## src/rtl/core/route_relocate_move_evaluator_top_assert.svh

```systemverilog
// Assertion macros used by the relocate move evaluator RTL.
// Depends on nothing; included by rrme_ctrl, which checks its own control.
`ifndef ROUTE_RELOCATE_MOVE_EVALUATOR_TOP_ASSERT_SVH
`define ROUTE_RELOCATE_MOVE_EVALUATOR_TOP_ASSERT_SVH

// same-cycle implication
`define RRME_ASSERT_IMP(lbl, clk, rst, ante, cons, msg) \
   lbl: assert property (@(posedge clk) disable iff (rst) (ante) |-> (cons)) \
      else $error(msg);

// next-cycle implication
`define RRME_ASSERT_NXT(lbl, clk, rst, ante, cons, msg) \
   lbl: assert property (@(posedge clk) disable iff (rst) (ante) |=> (cons)) \
      else $error(msg);

`endif

```

## src/rtl/core/rrme_pkg.sv

```systemverilog
// Shared types, codes and defaults of the relocate move evaluator.
// Depends on nothing; used by every module of the block but rrme_ram.
package rrme_pkg;

   localparam int DEF_MAX_VERTICES  = 64;
   localparam int DEF_MAX_ROUTES    = 8;
   localparam int DEF_MAX_ROUTE_LEN = 64;
   localparam int DEF_DIST_BITS     = 16;

   localparam int CMD_W     = 3;
   localparam int LINE_W    = 3;
   localparam int TAKE_W    = 6;
   localparam int INSERT_W  = 7;
   localparam int VERTEX_W  = 6;
   localparam int VALUE_W   = 22;
   localparam int STATUS_W  = 2;
   localparam int DELTA_W   = 19;
   localparam int PENALTY_W = 41;
   localparam int WEIGHT_W  = 16;
   localparam int ROUTES_W  = 4;
   localparam int CSR_IDX_W = 2;
   localparam int TOTAL_W   = 22;

   localparam int ENTRY_LAST = 5;
   localparam int DIST_LAST  = 6;

   typedef enum logic [CMD_W-1:0] {
      CMD_LOAD_DIST   = 3'd0,
      CMD_LOAD_ENTRY  = 3'd1,
      CMD_SET_LENGTH  = 3'd2,
      CMD_SET_REQ     = 3'd3,
      CMD_SET_TOTAL   = 3'd4,
      CMD_EVALUATE    = 3'd5,
      CMD_APPLY       = 3'd6,
      CMD_NOP         = 3'd7
   } cmd_type;

   typedef enum logic [STATUS_W-1:0] {
      ST_DONE     = 2'd0,
      ST_REQUIRED = 2'd1,
      ST_INVALID  = 2'd2
   } status_type;

   typedef enum logic [CSR_IDX_W-1:0] {
      REG_DIST_WEIGHT   = 2'd0,
      REG_SPREAD_WEIGHT = 2'd1,
      REG_MAX_WEIGHT    = 2'd2,
      REG_ROUTES        = 2'd3
   } reg_index_type;

   typedef enum logic [4:0] {
      STEP_IDLE,
      STEP_CAPTURE,
      STEP_LOAD,
      STEP_LEN1,
      STEP_LEN2,
      STEP_ENTRY,
      STEP_DIST,
      STEP_TOTAL,
      STEP_SCAN,
      STEP_MULT,
      STEP_SUM,
      STEP_SH1_RD,
      STEP_SH1_WR,
      STEP_SH2_RD,
      STEP_SH2_WR,
      STEP_SET_INVALID,
      STEP_SET_REQ
   } step_type;

   typedef struct packed {
      step_type step;
   } ctl_cmd_type;

   typedef struct packed {
      logic is_load;
      logic is_move;
      logic is_apply;
      logic bad_move;
      logic req_hit;
      logic sh1_done;
      logic sh2_done;
      logic scan_last;
   } dp_status_type;

endpackage

```

## src/rtl/core/rrme_ctrl.sv

```systemverilog
// Sequencer of the relocate move evaluator: steps the datapath per request.
// Depends on rrme_pkg and the assertion macro header.
`include "route_relocate_move_evaluator_top_assert.svh"

module rrme_ctrl #(
   parameter int CNT_W = 3
) (
   input  logic                   clock,
   input  logic                   reset,
   input  logic                   start,
   output logic                   busy,
   input  rrme_pkg::dp_status_type status,
   output rrme_pkg::ctl_cmd_type  cmd,
   output logic [CNT_W-1:0]       cnt,
   output logic                   rsp_strobe
);

   typedef enum logic [3:0] {
      S_IDLE, S_DECODE, S_LEN1, S_LEN2, S_CHECK, S_ENTRY, S_REQ, S_DIST,
      S_TOTAL, S_SCAN, S_MULT, S_SUM, S_SH1_RD, S_SH1_WR, S_SH2_RD, S_SH2_WR
   } state_type;

   state_type        state_ff;
   logic [CNT_W-1:0] cnt_ff;
   logic             rsp_strobe_ff;

   always_ff @(posedge clock) begin
      if (reset) begin
         state_ff      <= S_IDLE;
         cnt_ff        <= '0;
         rsp_strobe_ff <= 1'b0;
      end else begin
         rsp_strobe_ff <= 1'b0;
         unique case (state_ff)
            S_IDLE: begin
               if (start) begin
                  state_ff <= S_DECODE;
               end
            end
            S_DECODE: begin
               if (status.is_move) begin
                  state_ff <= S_LEN1;
               end else begin
                  state_ff      <= S_IDLE;
                  rsp_strobe_ff <= 1'b1;
               end
            end
            S_LEN1: state_ff <= S_LEN2;
            S_LEN2: state_ff <= S_CHECK;
            S_CHECK: begin
               cnt_ff <= '0;
               if (status.bad_move) begin
                  state_ff      <= S_IDLE;
                  rsp_strobe_ff <= 1'b1;
               end else begin
                  state_ff <= S_ENTRY;
               end
            end
            S_ENTRY: begin
               cnt_ff <= cnt_ff + 1'b1;
               if (cnt_ff == CNT_W'(rrme_pkg::ENTRY_LAST)) begin
                  state_ff <= S_REQ;
               end
            end
            S_REQ: begin
               cnt_ff <= '0;
               if (status.req_hit) begin
                  state_ff      <= S_IDLE;
                  rsp_strobe_ff <= 1'b1;
               end else begin
                  state_ff <= S_DIST;
               end
            end
            S_DIST: begin
               cnt_ff <= cnt_ff + 1'b1;
               if (cnt_ff == CNT_W'(rrme_pkg::DIST_LAST)) begin
                  state_ff <= S_TOTAL;
               end
            end
            S_TOTAL: begin
               cnt_ff   <= '0;
               state_ff <= S_SCAN;
            end
            S_SCAN: begin
               cnt_ff <= cnt_ff + 1'b1;
               if (status.scan_last) begin
                  state_ff <= S_MULT;
               end
            end
            S_MULT: state_ff <= S_SUM;
            S_SUM: begin
               if (status.is_apply) begin
                  state_ff <= S_SH1_RD;
               end else begin
                  state_ff      <= S_IDLE;
                  rsp_strobe_ff <= 1'b1;
               end
            end
            S_SH1_RD: state_ff <= status.sh1_done ? S_SH2_RD : S_SH1_WR;
            S_SH1_WR: state_ff <= S_SH1_RD;
            S_SH2_RD: begin
               if (status.sh2_done) begin
                  state_ff      <= S_IDLE;
                  rsp_strobe_ff <= 1'b1;
               end else begin
                  state_ff <= S_SH2_WR;
               end
            end
            S_SH2_WR: state_ff <= S_SH2_RD;
            default: state_ff <= S_IDLE;
         endcase
      end
   end

   always_comb begin
      cmd.step = rrme_pkg::STEP_IDLE;
      unique case (state_ff)
         S_IDLE:   cmd.step = start ? rrme_pkg::STEP_CAPTURE : rrme_pkg::STEP_IDLE;
         S_DECODE: cmd.step = rrme_pkg::STEP_LOAD;
         S_LEN1:   cmd.step = rrme_pkg::STEP_LEN1;
         S_LEN2:   cmd.step = rrme_pkg::STEP_LEN2;
         S_CHECK:  cmd.step = status.bad_move ? rrme_pkg::STEP_SET_INVALID
                                              : rrme_pkg::STEP_IDLE;
         S_ENTRY:  cmd.step = rrme_pkg::STEP_ENTRY;
         S_REQ:    cmd.step = status.req_hit ? rrme_pkg::STEP_SET_REQ
                                             : rrme_pkg::STEP_IDLE;
         S_DIST:   cmd.step = rrme_pkg::STEP_DIST;
         S_TOTAL:  cmd.step = rrme_pkg::STEP_TOTAL;
         S_SCAN:   cmd.step = rrme_pkg::STEP_SCAN;
         S_MULT:   cmd.step = rrme_pkg::STEP_MULT;
         S_SUM:    cmd.step = rrme_pkg::STEP_SUM;
         S_SH1_RD: cmd.step = rrme_pkg::STEP_SH1_RD;
         S_SH1_WR: cmd.step = rrme_pkg::STEP_SH1_WR;
         S_SH2_RD: cmd.step = rrme_pkg::STEP_SH2_RD;
         S_SH2_WR: cmd.step = rrme_pkg::STEP_SH2_WR;
         default:  cmd.step = rrme_pkg::STEP_IDLE;
      endcase
   end

   assign busy       = (state_ff != S_IDLE);
   assign cnt        = cnt_ff;
   assign rsp_strobe = rsp_strobe_ff;

   `RRME_ASSERT_IMP(a_strobe_idle, clock, reset, rsp_strobe_ff, state_ff == S_IDLE, "strobe while busy")
   `RRME_ASSERT_NXT(a_accept_busy, clock, reset, start && state_ff == S_IDLE, state_ff != S_IDLE, "request not taken")
   `RRME_ASSERT_NXT(a_single_strobe, clock, reset, rsp_strobe_ff, !rsp_strobe_ff, "strobe held twice")
   `RRME_ASSERT_IMP(a_end_strobe, clock, reset, $fell(state_ff != S_IDLE), rsp_strobe_ff, "request ended without result")

endmodule

```

## config.mk

```make
export PLATFORM = sky130hd
export DESIGN_NAME = rrme_ctrl
export DESIGN_NICKNAME = d
export VERILOG_FILES = /design/src/rtl/core/rrme_pkg.sv /design/src/rtl/core/rrme_ctrl.sv
export VERILOG_INCLUDE_DIRS = /design/src /design/src/rtl/core
export SDC_FILE = /design/constraint.sdc
export NUM_CORES = 1
export LEC_CHECK = 0
export ABC_AREA = 1
export ABC_CLOCK_PERIOD_IN_PS = 3800
export BUFFER_PORTS_ARGS = -buffer_cell sky130_fd_sc_hd__clkbuf_2
export CAP_MARGIN = 20
export CORE_MARGIN = 4
export CORE_UTILIZATION = 53
export CTS_CLUSTER_SIZE = 8
export DETAILED_ROUTE_END_ITERATION = 8
export PLACE_DENSITY = 0.82
export SLEW_MARGIN = 20
export SYNTH_ARGS = -nofsm -noshare
export SYNTH_HDL_FRONTEND = slang
export SYNTH_SLANG_ARGS = --single-unit
export TNS_END_PERCENT = 100
```

## constraint.sdc

```tcl
create_clock -name clock -period 3.8 [get_ports clock]
set_input_delay 1.14 -clock clock [delete_from_list [all_inputs] [get_ports clock]]
set_output_delay 1.14 -clock clock [all_outputs]
set_load 0.01 [all_outputs]
```

======== Word level (Yosys, flattened, before mapping) ========
Cells that the tools add are included.
word-level totals
  output and inout port bits .............. 10
  logic and storage cells ................. 53
  register bits ........................... 8
operators by class
  muxes and demuxes ....................... 22
  equal/unequal tests ..................... 21
  $add $sub $neg .......................... 1
  reduce and logical (&&, ||, !) cells .... 6
operator list
  operator                                             count
  case mux 5 bit (16 select lines)                     1
  case mux 4 bit (16 select lines)                     1
  equality test 4 bit, second input constant           8
  2-to-1 mux 4 bit                                     7
  equality test 4 x 3 -> 1 bit, second input constant  4
  equality test 4 x 2 -> 1 bit, second input constant  2
  inequality test 2 bit, second input constant         4
  equality test 3 bit, second input constant           2
  2-to-1 mux 1 bit                                     6
  2-to-1 mux 3 bit                                     2
  case mux 3 bit (2 select lines)                      1
  OR reduction 3 bit                                   2
  2-to-1 mux 5 bit                                     1
  case mux 1 bit (5 select lines)                      1
  equality test 4 x 1 -> 1 bit, second input constant  1
  logical NOT 4 bit                                    1
  2-to-1 mux 2 bit                                     2
  AND reduction 4 bit                                  1
  nonzero test 4 bit                                   1
  adder 3 x 1 -> 3 bit, second input constant          1
  nonzero test 2 bit                                   1

======== Longest topological paths before layout ========
  depth in word-level cells ............... 3
  mapped depth ............................ 10
  gate-level depth less buffers ........... 9

======== Worst setup path before layout ========
Ideal clock, no wire load.
  path type ............................... input to output
  from .................................... input start
  to ...................................... output cmd[0] (netlist name)
  buffers on the path ..................... 0
  data arrival time ....................... 1.575 ns
  path slack .............................. 1.085 ns
  cell stages on the path ................. 2
  required time ........................... 2.660 ns
  path through ............................ nand3b_1 -> a21boi_0
RTL lines
  item         RTL line         text
  from (decl)  rrme_ctrl.sv:10  input logic start,
  to (decl)    rrme_ctrl.sv:13  output rrme_pkg::ctl_cmd_type cmd,

==> results.md <==
- P&R area growth vs syn: 18.1%
- Data required, critical path: 2.66 ns
- Post-synthesis cell count: 117
- Setup TNS: 0 ns
- Final setup vio count: 0
- Die Footprint: 1940 um2
- Post-route ant nets: 0
- Syn Area/Cell: 5.89 um2
- Routed wire length: 1790 um
- Worst stage delay on the critical path: 0.22 ns
- Synthesized net count: 131
- Ys Warns: 0
- Bufs on Longest Clock Path: 2
- Core ar.: 1170 um2
- Pwr Total: 201 uW
- Internal Pwr Total: 141 uW
- Number of global-route vias before repair: 688
- Htree depth: 1
- Via count: 841
- Cell area after layout: 815 um2
- Post-layout util: 69.6%
- Crit. path cell count: 4
- Hold_sp: cnt[2]$_SDFFE_PP0P_
- Yosys top cell area share: 23.2%
- Rel. slew slack: 75.3%
- Startpoint types: primary input
- Skew-Pair Late Insertion Delay: 0.25 ns
- Avg WL per Cell: 11.9 um
- RSZ-0062 raised after global routing: no
- Crit Path Max Fanout: 3
- Clk network pwr share: 30.9%
- Pins over their slew limit: 0
- Switching Fraction: 30.0%
- Clk root buf: clkbuf_4
- Cell Pwr Density: 247 nW/um2
- Ranking of synthesized cells by area: dfxtp_1 (23%), nand2_1 (19%), nand3_1 (8.7%), inv_1 (8.2%), a21oi_1 (5.8%)
- Fin. Hold Viols: 0
- Die Ht: 44.1 um
- Sequential fraction of the synthesis area: 23.2%
- CTS Buf Count: 3
- Post-DP HPWL: 1430 um
- Fill count: 121
- Effective utilization at floorplan: 58.9%
- Flops & latches, synth: 8
- Outcome: finished clean
- Combinational group share of total power: 23.5%
- Area leader, netlist: dfxtp_1
- Post-CTS Hold Fix Bufs: 0
- Diode count: 0
- Post-route clock skew: 0.00185 ns
- Critical Path Start: status[4]
- Clk slew on worst S/H paths: 0.05 ns
- Largest net degree at the start of global routing: 11
- Layout cells sized above 1: 19.7%
- Netlist cell types: 21
- IO Pins: 21
- Bufs and invs on worst path: 2
- Critical R2R Capture: state_ff[2]$_SDFFE_PP0P_
- Final Wtd Congestion: 0.876
- DRC: 0
- TritonCTS Sinks: 8
- Worst min-delay path class: reg2reg
- Rows: 12
- CTS tree: yes
- Placed cell area: 792 um2
- Register share of total power: 45.5%
- Max Fclk: 0.343 GHz
- Chip width: 44.1 um
- Most used cell, CP: clkbuf_2
- GRT overflow: 0
- Switching power: 60.4 uW
- Max cap viols: 0
- # Post-CTS Setup Buffers: 0
- Initial antenna violation count: 0
- Setup CP Type: in2out
- Gr usage total: 20.9%
- Port buffer count: 19
- Worst path cell trace: clkbuf_2, a31oi_1, o2111ai_1, clkbuf_2
- Mapped cell area: 689 um2
- CP max stage cell: a31oi_1
- Global-route wire length before repair: 2990 um
- CP endpoint kind: primary output
- Flop2flop setup slack: 2.30 ns
- Worst r2r path cells: 7
- Leakage power: 0.000416 uW
- Drt pass-1 iters: 4
- VDD IR-drop max: 174 uV
- Fin crit period: 2.91 ns
- CP top delay family: compound AO/OA/AOI/OAI gates
- Min Hold Slack: 0.502 ns
- Vias per cell: 5.57
- RR Startpoint: state_ff[0]$_SDFFE_PP0P_
- Period utilization: 76.7%
- Nets@finish: 153
- First DRT Iteration DRCs: 37
- CP endpoint: cmd[2]
- Critical path arrival: 1.77 ns
- Worst-Margin Slew: 0.370 ns
- CTS resizes: 0
[sequential cells by signal, indices dropped and copies added (netlist names)]
name        cells
state_ff        4
cnt             3
rsp_strobe      1
[worst min-delay path by stage]
stage	endpoint	cells past startpoint
CTS	cnt[2]$_SDFFE_PP0P_	2
global route	cnt[2]$_SDFFE_PP0P_	2
detailed placement	cnt[2]$_SDFFE_PP0P_	2
finish	cnt[2]$_SDFFE_PP0P_	2
global placement	cnt[2]$_SDFFE_PP0P_	2
floorplan	cnt[2]$_SDFFE_PP0P_	2
[tightest hold or removal path, cell delays in order (launching register included)]
cell and delay, ns:
dfxtp_1 0.33, inv_1 0.07, a21oi_1 0.06
[routing by layer]
layer	GRT usage (%)	part of all wire, %	wire (um)
met1	26.6	41	730
met2	31.7	48	857
met3	7.72	10	180
met4	8.43	1.3	23
met5	0	0	0
[kinds of logic (layout without fill, tap and decap cells)]
logic type      count (synthesis)  in the layout  share of synthesized area (%)
fa+ha+maj                       3              3                           5.45
simple gates                   67             67                           44.3
compound gates                 21             21                           16.9
flops                           8              8                           23.2
buf+inv                        18             38                           10.2
[metrics by stage]
| step | setup slack [ns] | std cells |
|---|---|---|
| 2_1_floorplan | 1.08 | 117 |
| 3_3_place_gp | 0.935 | 148 |
| 3_5_place_dp | 0.908 | 148 |
| 4_1_cts | 0.908 | 151 |
| 5_1_grt | 0.806 | 151 |
| 6_report | 0.886 | 151 |
[placed cells by master (no fill, tap or decap), drive strengths merged]
master    n
nand2    35
clkbuf   22
inv      16
nor2     14
nand3    12
a21oi     8
dfxtp     8
o21ai     7
nand3b    4
o22ai     3
ha        3
a31oi     1
a21boi    1
o2111ai   1
nand4     1
nor3      1
[layout make-up]
cell class / instances / area, um2 / area share [%]
clock buffers: 3 / 22.5 / 2.76
inverters: 16 / 60.1 / 7.37
multi-input cells: 91 / 459 / 56.4
flip-flops and latches: 8 / 160 / 19.7
well taps: 14 / 17.5 / 2.15
repair buffers: 19 / 95.1 / 11.7
[synth_stat cells, drive strengths merged]
library cell	instances
clkbuf	1
nand3	12
o2111ai	1
inv	16
nand3b	4
a21oi	8
nor2	14
ha	3
o22ai	3
a21boi	1
nand4	1
nand2	35
dfxtp	8
a31oi	1
o21ai	7
nor3	1
buf	1
[power groups by stage]
stage               Clock [uW]  Combinational, uW  Sequential [uW]
finish                    62.2               47.4             91.6
global route              72.4               54.5             91.4
CTS                       65.9               47.5             91.2
detailed placement           0               47.4             92.9
global placement             0               46.6             92.8
floorplan                    0               33.5             89.3
No activity file was read; power rests on OpenSTA's default activity.
